<file path="config.mk">
export PLATFORM = sky130hd
export DESIGN_NAME = hdl_number_literal_scanner
export DESIGN_NICKNAME = d
export VERILOG_FILES = /design/src/hdl/hnlscan_pkg.sv /design/src/hdl/hdl_number_literal_scanner.sv
export SDC_FILE = /design/constraint.sdc
export NUM_CORES = 1
export LEC_CHECK = 0
export BUFFER_PORTS_ARGS = -buffer_cell sky130_fd_sc_hd__buf_4
export CORE_MARGIN = 2
export CORE_UTILIZATION = 50
export DETAILED_ROUTE_END_ITERATION = 10
export PLACE_DENSITY = 0.73
export SYNTH_ARGS = -nofsm -noshare
export SYNTH_HDL_FRONTEND = slang
export SYNTH_SLANG_ARGS = --single-unit
</file>
<file path="constraint.sdc">
create_clock -name clk -period 5.9 [get_ports clk]
set_clock_uncertainty 0.05 [all_clocks]
set_input_delay 1.77 -clock clk [delete_from_list [all_inputs] [get_ports clk]]
set_output_delay 1.77 -clock clk [all_outputs]
set_load 0.1 [all_outputs]
</file>
<file path="src/hdl/hnlscan_pkg.sv">
// ----------------------------------------------------------------------------
// hnlscan_pkg - shared constants for the number literal scanner
// Character codes, scan modes, result kinds, run bases and the default count width.
// ----------------------------------------------------------------------------
package hnlscan_pkg;

  localparam int LENGTH_BITS_DEF = 16;
  localparam int LEN_OUT_W       = 16;

  // scan modes
  localparam logic [2:0] MODE_IDLE = 3'd0;
  localparam logic [2:0] MODE_ZERO = 3'd1;
  localparam logic [2:0] MODE_DEC  = 3'd2;
  localparam logic [2:0] MODE_APOS = 3'd3;
  localparam logic [2:0] MODE_RUN  = 3'd4;

  // result kinds
  localparam logic [2:0] KIND_UNKNOWN = 3'd0;
  localparam logic [2:0] KIND_DEC     = 3'd1;
  localparam logic [2:0] KIND_BIN     = 3'd2;
  localparam logic [2:0] KIND_OCT     = 3'd3;
  localparam logic [2:0] KIND_HEX     = 3'd4;

  // run bases
  localparam logic [1:0] BASE_DEC = 2'd0;
  localparam logic [1:0] BASE_BIN = 2'd1;
  localparam logic [1:0] BASE_OCT = 2'd2;
  localparam logic [1:0] BASE_HEX = 2'd3;

  // characters
  localparam logic [7:0] CH_0     = 8'h30;
  localparam logic [7:0] CH_1     = 8'h31;
  localparam logic [7:0] CH_7     = 8'h37;
  localparam logic [7:0] CH_9     = 8'h39;
  localparam logic [7:0] CH_UPA   = 8'h41;
  localparam logic [7:0] CH_UPF   = 8'h46;
  localparam logic [7:0] CH_UPZ   = 8'h5A;
  localparam logic [7:0] CH_LOA   = 8'h61;
  localparam logic [7:0] CH_LOF   = 8'h66;
  localparam logic [7:0] CH_B     = 8'h62;
  localparam logic [7:0] CH_D     = 8'h64;
  localparam logic [7:0] CH_H     = 8'h68;
  localparam logic [7:0] CH_O     = 8'h6F;
  localparam logic [7:0] CH_U     = 8'h75;
  localparam logic [7:0] CH_X     = 8'h78;
  localparam logic [7:0] CH_Z     = 8'h7A;
  localparam logic [7:0] CH_USCORE = 8'h5F;
  localparam logic [7:0] CH_APOS  = 8'h27;
  localparam logic [7:0] CASE_OFS = 8'h20;

endpackage

</file>
<file path="src/hdl/hdl_number_literal_scanner.sv">
// ----------------------------------------------------------------------------
// hdl_number_literal_scanner - number literal recogniser for an HDL lexer
//
// Input channel (in_valid / in_stall): one character per transfer with
// start_scan and buffer_end flags. A scan accepts plain decimal, 0x / 0b
// runs and sized <n>'<radix> runs, accepting underscores and noting Z, X and
// U markers in non-decimal runs.
// Output channel (out_valid / out_stall): one result (kind, length, flags)
// when the scan meets a character it does not take, or the buffer ends. The
// ending character is not consumed.
// Timing: one character per cycle, sustained while in_stall is low. A result is
// registered on the output in the cycle after the transfer that ends the scan.
// The scan state updates in a single pass of decode logic per character.
// While the receiver stalls, the output register holds its result and the
// input is stalled only if that register is full; a result taken in the
// same cycle frees it for the next one.
// Reset clears the scan to idle and empties the output register.
// ----------------------------------------------------------------------------
module hdl_number_literal_scanner #(
  parameter int LENGTH_BITS = hnlscan_pkg::LENGTH_BITS_DEF
) (
  input  logic        clk,
  input  logic        rst,
  input  logic        in_valid,
  output logic        in_stall,
  input  logic [7:0]  ch,
  input  logic        start_scan,
  input  logic        buffer_end,
  output logic        out_valid,
  input  logic        out_stall,
  output logic [2:0]  kind,
  output logic [15:0] length,
  output logic        has_z,
  output logic        has_x,
  output logic        has_u
);

  logic [2:0]             scan_mode, scan_mode_next;
  logic [LENGTH_BITS-1:0] count, count_next, count_base;
  logic [1:0]             run_base, run_base_next;
  logic [2:0]             flags, flags_next;
  logic [2:0]             result_kind, result_kind_next;

  logic                   accept;
  logic                   emit;
  logic [2:0]             emit_kind;
  logic [2:0]             emit_flags;
  logic [1:0]             inc;
  logic [LENGTH_BITS:0]   sum;
  logic [LENGTH_BITS+15:0] count_ext;
  logic [15:0]            emit_len;

  logic [7:0] lc;
  logic       is_dec, is_hex, is_us, is_apos;
  logic       run_ok;

  assign in_stall = out_valid & out_stall;
  assign accept   = in_valid & ~in_stall;

  // character classes
  always_comb begin
    lc = ((ch >= hnlscan_pkg::CH_UPA) && (ch <= hnlscan_pkg::CH_UPZ)) ?
         ch + hnlscan_pkg::CASE_OFS : ch;
    is_dec  = (ch >= hnlscan_pkg::CH_0) && (ch <= hnlscan_pkg::CH_9);
    is_hex  = is_dec ||
              ((ch >= hnlscan_pkg::CH_LOA) && (ch <= hnlscan_pkg::CH_LOF)) ||
              ((ch >= hnlscan_pkg::CH_UPA) && (ch <= hnlscan_pkg::CH_UPF));
    is_us   = (ch == hnlscan_pkg::CH_USCORE);
    is_apos = (ch == hnlscan_pkg::CH_APOS);
  end

  always_comb begin
    scan_mode_next   = scan_mode;
    run_base_next    = run_base;
    flags_next       = flags;
    result_kind_next = result_kind;
    count_base       = count;
    inc              = 2'd0;
    emit             = 1'b0;
    emit_kind        = hnlscan_pkg::KIND_DEC;
    emit_flags       = 3'b000;
    run_ok           = 1'b0;

    if (start_scan) begin
      count_base       = '0;
      run_base_next    = hnlscan_pkg::BASE_DEC;
      flags_next       = 3'b000;
      result_kind_next = hnlscan_pkg::KIND_UNKNOWN;
      if (buffer_end || !is_dec) begin
        emit      = 1'b1;
        emit_kind = hnlscan_pkg::KIND_UNKNOWN;
      end else begin
        scan_mode_next = (ch == hnlscan_pkg::CH_0) ? hnlscan_pkg::MODE_ZERO
                                                   : hnlscan_pkg::MODE_DEC;
        inc = 2'd1;
      end
    end else if (scan_mode == hnlscan_pkg::MODE_IDLE) begin
      // nothing to do until a scan starts
    end else if (buffer_end) begin
      emit = 1'b1;
      if (scan_mode == hnlscan_pkg::MODE_RUN) begin
        emit_kind  = result_kind;
        emit_flags = flags;
      end
    end else begin
      case (scan_mode)
        hnlscan_pkg::MODE_ZERO, hnlscan_pkg::MODE_DEC: begin
          if ((scan_mode == hnlscan_pkg::MODE_ZERO) &&
              ((lc == hnlscan_pkg::CH_X) || (lc == hnlscan_pkg::CH_B))) begin
            scan_mode_next = hnlscan_pkg::MODE_RUN;
            inc            = 2'd1;
            if (lc == hnlscan_pkg::CH_X) begin
              run_base_next    = hnlscan_pkg::BASE_HEX;
              result_kind_next = hnlscan_pkg::KIND_HEX;
            end else begin
              run_base_next    = hnlscan_pkg::BASE_BIN;
              result_kind_next = hnlscan_pkg::KIND_BIN;
            end
          end else if (is_dec || is_us) begin
            scan_mode_next = hnlscan_pkg::MODE_DEC;
            inc            = 2'd1;
          end else if (is_apos) begin
            scan_mode_next = hnlscan_pkg::MODE_APOS;
          end else begin
            emit = 1'b1;
          end
        end
        hnlscan_pkg::MODE_APOS: begin
          // apostrophe and radix are counted together once the radix is seen
          if (lc == hnlscan_pkg::CH_B || lc == hnlscan_pkg::CH_O ||
              lc == hnlscan_pkg::CH_D || lc == hnlscan_pkg::CH_H) begin
            scan_mode_next = hnlscan_pkg::MODE_RUN;
            inc            = 2'd2;
            if (lc == hnlscan_pkg::CH_B) begin
              run_base_next    = hnlscan_pkg::BASE_BIN;
              result_kind_next = hnlscan_pkg::KIND_BIN;
            end else if (lc == hnlscan_pkg::CH_O) begin
              run_base_next    = hnlscan_pkg::BASE_OCT;
              result_kind_next = hnlscan_pkg::KIND_OCT;
            end else if (lc == hnlscan_pkg::CH_H) begin
              run_base_next    = hnlscan_pkg::BASE_HEX;
              result_kind_next = hnlscan_pkg::KIND_HEX;
            end else begin
              run_base_next    = hnlscan_pkg::BASE_DEC;
              result_kind_next = hnlscan_pkg::KIND_DEC;
            end
          end else begin
            emit = 1'b1;
          end
        end
        hnlscan_pkg::MODE_RUN: begin
          if (run_base == hnlscan_pkg::BASE_DEC) begin
            run_ok = is_dec || is_us;
          end else if (is_us) begin
            run_ok = 1'b1;
          end else if (lc == hnlscan_pkg::CH_Z) begin
            run_ok     = 1'b1;
            flags_next = flags | 3'b001;
          end else if (lc == hnlscan_pkg::CH_X) begin
            run_ok     = 1'b1;
            flags_next = flags | 3'b010;
          end else if (lc == hnlscan_pkg::CH_U) begin
            run_ok     = 1'b1;
            flags_next = flags | 3'b100;
          end else begin
            case (run_base)
              hnlscan_pkg::BASE_BIN: run_ok = (ch == hnlscan_pkg::CH_0) ||
                                              (ch == hnlscan_pkg::CH_1);
              hnlscan_pkg::BASE_OCT: run_ok = (ch >= hnlscan_pkg::CH_0) &&
                                              (ch <= hnlscan_pkg::CH_7);
              hnlscan_pkg::BASE_HEX: run_ok = is_hex;
              default:               run_ok = 1'b0;
            endcase
          end
          if (run_ok) begin
            inc = 2'd1;
          end else begin
            emit       = 1'b1;
            emit_kind  = result_kind;
            emit_flags = flags;
          end
        end
        default: begin
          emit = 1'b1;
        end
      endcase
    end

    if (emit) begin
      scan_mode_next = hnlscan_pkg::MODE_IDLE;
    end
  end

  // saturating count
  always_comb begin
    sum = {1'b0, count_base} + {{(LENGTH_BITS-1){1'b0}}, inc};
    count_next = sum[LENGTH_BITS] ? {LENGTH_BITS{1'b1}} : sum[LENGTH_BITS-1:0];
    count_ext  = {16'd0, count_base};
    emit_len   = (count_ext > {{LENGTH_BITS{1'b0}}, 16'hFFFF}) ? 16'hFFFF
                                                               : count_ext[15:0];
  end

  always_ff @(posedge clk) begin
    if (rst) begin
      scan_mode   <= hnlscan_pkg::MODE_IDLE;
      count       <= '0;
      run_base    <= hnlscan_pkg::BASE_DEC;
      flags       <= 3'b000;
      result_kind <= hnlscan_pkg::KIND_UNKNOWN;
    end else if (accept) begin
      scan_mode   <= scan_mode_next;
      count       <= count_next;
      run_base    <= run_base_next;
      flags       <= flags_next;
      result_kind <= result_kind_next;
    end
  end

  // result register
  always_ff @(posedge clk) begin
    if (rst) begin
      out_valid <= 1'b0;
    end else if (accept && emit) begin
      out_valid <= 1'b1;
    end else if (!out_stall) begin
      out_valid <= 1'b0;
    end
  end

  always_ff @(posedge clk) begin
    if (accept && emit) begin
      kind   <= emit_kind;
      length <= emit_len;
      has_z  <= emit_flags[0];
      has_x  <= emit_flags[1];
      has_u  <= emit_flags[2];
    end
  end

endmodule
</file>
==> out/results.md <==
• **wire length per cell** 15.0 µm
• **Sequential Power Share** 0.487
• **number of endpoints failing setup at the final stage** 0
• **most frequently used cell type in the post-synthesis netlist** sky130_fd_sc_hd__nor2_1
• **share of Yosys cell area claimed by the top area cell type** 0.219
• **pwr/cell area** 227 nW/µm²
• **Sw Ratio** 0.309
• **Met2 Wirelength** 3.14 mm
• **post-route ant nets** 0
• **cell internal power dissipation** 550 µW
• **R2R Path Start** scan_mode[2]
• **reg-to-reg endpoint** count[3]
• **sum of routed wire length over all layers** 6.78 mm
• **unrepaired setup endpoints after global routing** false
• **portion of total power attributed to the clock network** 0.304
• **highest achievable clock rate** 178 MHz
• **distinct cell type count of the synthesized netlist** 66
• **classification of the worst setup path** in -> reg
• **number of sinks on the clock net** 50
• **synth-to-layout area growth** 16.3%
• **Chip Height** 81.6 µm
• **area of the multi-input gates** 1660 µm²
• **vias per std cell** 5.85
• **number of buffers created by CTS** 5
• **Net Count, Synth** 363
• **arrival time of data at the critical path endpoint** 5770 ps
• **number of antenna violations at the first check in global routing** 0
• **detailed router's first-iteration violation count** 213
• **std cell rows** 28
• **net switching component of the power** 246 µW
• **synth warn** 0
• **H-tree depth** 2
• **Maximum Capacitance Violations** 0
• **Total Power** 795 µW
• **Startpoint Class** primary input
• **total negative slack for setup checks** 0 ps
• **fraction of registers with async set or reset after synthesis** 0
• **ratio of cells with drive above 1 in the final layout** 0.185
• **number of buffers on the longest clock path** 2
• **class of the worst hold path** reg -> reg
• **top cells by area, synth** sky130_fd_sc_hd__edfxtp_1 (22%), sky130_fd_sc_hd__dfxtp_1 (19%), sky130_fd_sc_hd__nor2_1 (4.7%)
• **parity-gate share of the synthesized area counting xor and xnor cells** 0.0291
• **top metal layer carrying routed signals** met4
• **run status** finished clean
• **final count of pins violating max slew** 0
• **detailed-placement wirelength estimate** 4.91 mm
• **combinational family with the most area after synthesis** simple AND/OR/NAND/NOR gates
• **reported leakage power** 0.00132 µW
• **met3 wire length** 396 µm
• **depth of the worst register-to-register path** 14
• **number of optimization iterations in the first detailed-route pass** 5
• **share of power burned in combinational logic** 0.209
• **slew at the pin closest to its max-slew limit** 826 ps
• **die outline area** 6660 µm²
• **worst hold path cell count** 2
• **final number of hold-violating endpoints** 0
• **hold-fix buffers at CTS** 0
• **number of nets in the finished design** 397
• **IO Count** 38
• **number of remaining DRC errors** 0
• **CTS tree** done
• **remaining max-slew budget at the tightest pin** 0.446
• **critical-path maximum fanout** 15
• **Final Critical Period** 5620 ps
• **number of register bits inferred by synthesis** 50
• **aggregate global-route resource usage** 0.209
• **wire length of the first global-routing pass** 10.9 mm
• **basic-gate share of the synthesized area counting and, or, nand and nor cells** 0.263
• **library cell occupying the most area in the post-synthesis netlist** sky130_fd_sc_hd__edfxtp_1
• **clock latency on the worst-skew pair** 300 ps
• **gp weighted congestion** 0.934
• **largest net degree at the start of global routing** 29
• **Met1 Wirelength** 3.11 mm
• **Mean Syn Cell Area** 8.78 µm²
• **Crit. Startpoint** ch[5]
• **number of flops mapped to enable cells by yosys** 22
• **clock input transition at the sequential cells of the worst setup and hold paths** 90 ps
• **placeable core area** 5890 µm²
• **dominant synthesized flop cell** sky130_fd_sc_hd__dfxtp_1
• **Filler Cell Count** 521
• **proportion of synthesized area in mux cells** 0.0133
• **via count of the routed design** 2649
• **GRT Residual Overflow** 0
• **area share of fa/ha/maj cells after synthesis** 0.0274
• **Clock Tree Root** sky130_fd_sc_hd__clkbuf_8
• **I/O Buffers** 37
• **flip-flop and latch area** 1220 µm²
• **Initial Util** 0.512
• **antenna cells** 0
• **area fraction in compound gates after synthesis** 0.214
• **worst vdd ir** 0.000148 V
• **Die X-Extent** 81.6 µm
• **Worst setup endpoint** count[3]
• **sequential-to-total area share from yosys stat** 0.405
• **critical path capture point type** flip-flop
• **cell count after synthesis** 343
• **flop-to-flop setup slack** 1840 ps
• **top cell types by occurrence after synthesis** sky130_fd_sc_hd__nor2_1 (38), sky130_fd_sc_hd__nand2_1 (30), sky130_fd_sc_hd__dfxtp_1 (28)
• **critical path data required time** 6050 ps
• **share of the clock period used by the worst path** 0.952
• **post-synth design cell area** 3010 µm²
• **number of global-route vias before repair** 2346
==> final cells by class <==
cell class / count / share of cell area
Multi-Input combinational cell: 258 / 0.475
Sequential cell: 50 / 0.349
Timing Repair Buffer: 48 / 0.103
Tap cell: 75 / 0.0268
Clock buffer: 5 / 0.0196
Inverter: 14 / 0.0150
Clock inverter: 3 / 0.0121
==> worst max-delay path: stages <==
cell                       delay (ps)
sky130_fd_sc_hd__buf_4            160
sky130_fd_sc_hd__inv_1             70
sky130_fd_sc_hd__ha_1             280
sky130_fd_sc_hd__o21bai_1         280
sky130_fd_sc_hd__o211a_1          220
sky130_fd_sc_hd__nand4_2          110
sky130_fd_sc_hd__a211oi_1         290
sky130_fd_sc_hd__a21oi_1           70
sky130_fd_sc_hd__o31ai_1          230
sky130_fd_sc_hd__ha_1             210
sky130_fd_sc_hd__inv_1             60
sky130_fd_sc_hd__fa_1             390
sky130_fd_sc_hd__nand3b_1         210
sky130_fd_sc_hd__nor4_2           320
sky130_fd_sc_hd__and4_1           290
sky130_fd_sc_hd__a31oi_2          240
sky130_fd_sc_hd__a21oi_1          200
sky130_fd_sc_hd__nor2_1            70
sky130_fd_sc_hd__a211oi_1         280
==> per-layer routing <==
metal,GRT usage,vias up
li1,-,1333
met1,0.289,1207
met2,0.334,98
met3,0.0319,11
met4,0.0750,0
met5,0,-
==> what timing repair did <==
item                       CTS  global route
setup endpoints to repair    0            12
resized for setup            0             2
setup buffers                0             0
==> flip-flops by register name, indices dropped and copies added (netlist names), 2 cells and up <==
signal and flops:
flags 3, count 16, result_kind 3, scan_mode 3
kind 3, run_base 2, length 16
==> layout by cell type, fill, tap and decap left out, drive strengths merged, types with 3 or more instances in the layout <==
cell type,n
buf,48
nor2,38
nand2,30
dfxtp,28
edfxtp,22
a21oi,21
nor2b,16
a211oi,16
inv,15
o21ai,15
and2,9
nor3,7
nand3,7
nand4,7
xnor2,6
ha,5
clkbuf,5
and3,4
a21o,4
nand3b,4
o31ai,4
mux2i,4
xor2,4
nor4,4
nand2b,3
a41oi,3
a31oi,3
or4b,3
==> logic make-up after synthesis <==
logic type / Yosys count
fa+ha+maj: 6
mux: 4
simple gates: 148
compound gates: 90
flops: 50
xor+xnor: 10
buf+inv: 35
==> power groups by stage <==
| stage | clock [µW] | sequential (µW) | combinational, µW |
|---|---|---|---|
| 6_report | 242 | 387 | 166 |
| 5_1_grt | 256 | 389 | 178 |
| 4_1_cts | 242 | 387 | 166 |
| 3_5_place_dp | 0 | 395 | 165 |
| 3_3_place_gp | 0 | 394 | 163 |
| 2_1_floorplan | 0 | 449 | 70.4 |
==> worst min-delay path by stage <==
stage,from,to,slack [ps]
after floorplan,result_kind[2],result_kind[2],380
after global placement,result_kind[2],result_kind[2],390
after detailed placement,result_kind[2],result_kind[2],400
after CTS,result_kind[2],result_kind[2],420
after global routing,result_kind[2],result_kind[2],440
final,result_kind[2],result_kind[2],420
==> metrics by stage <==
step           setup slack [ps]  std cells  instance area, µm²  hold WS [ps]   util
2_1_floorplan               149        343                3010           377      -
4_1_cts                     186        453                3490           417  0.593
3_3_place_gp               91.7        445                3380           387  0.574
6_report                    284        453                3500           417  0.595
3_5_place_dp              -40.6        445                3380           403  0.574
5_1_grt                    58.1        453                3500           441  0.595
Note: power is estimated with default switching activity, not from simulation.
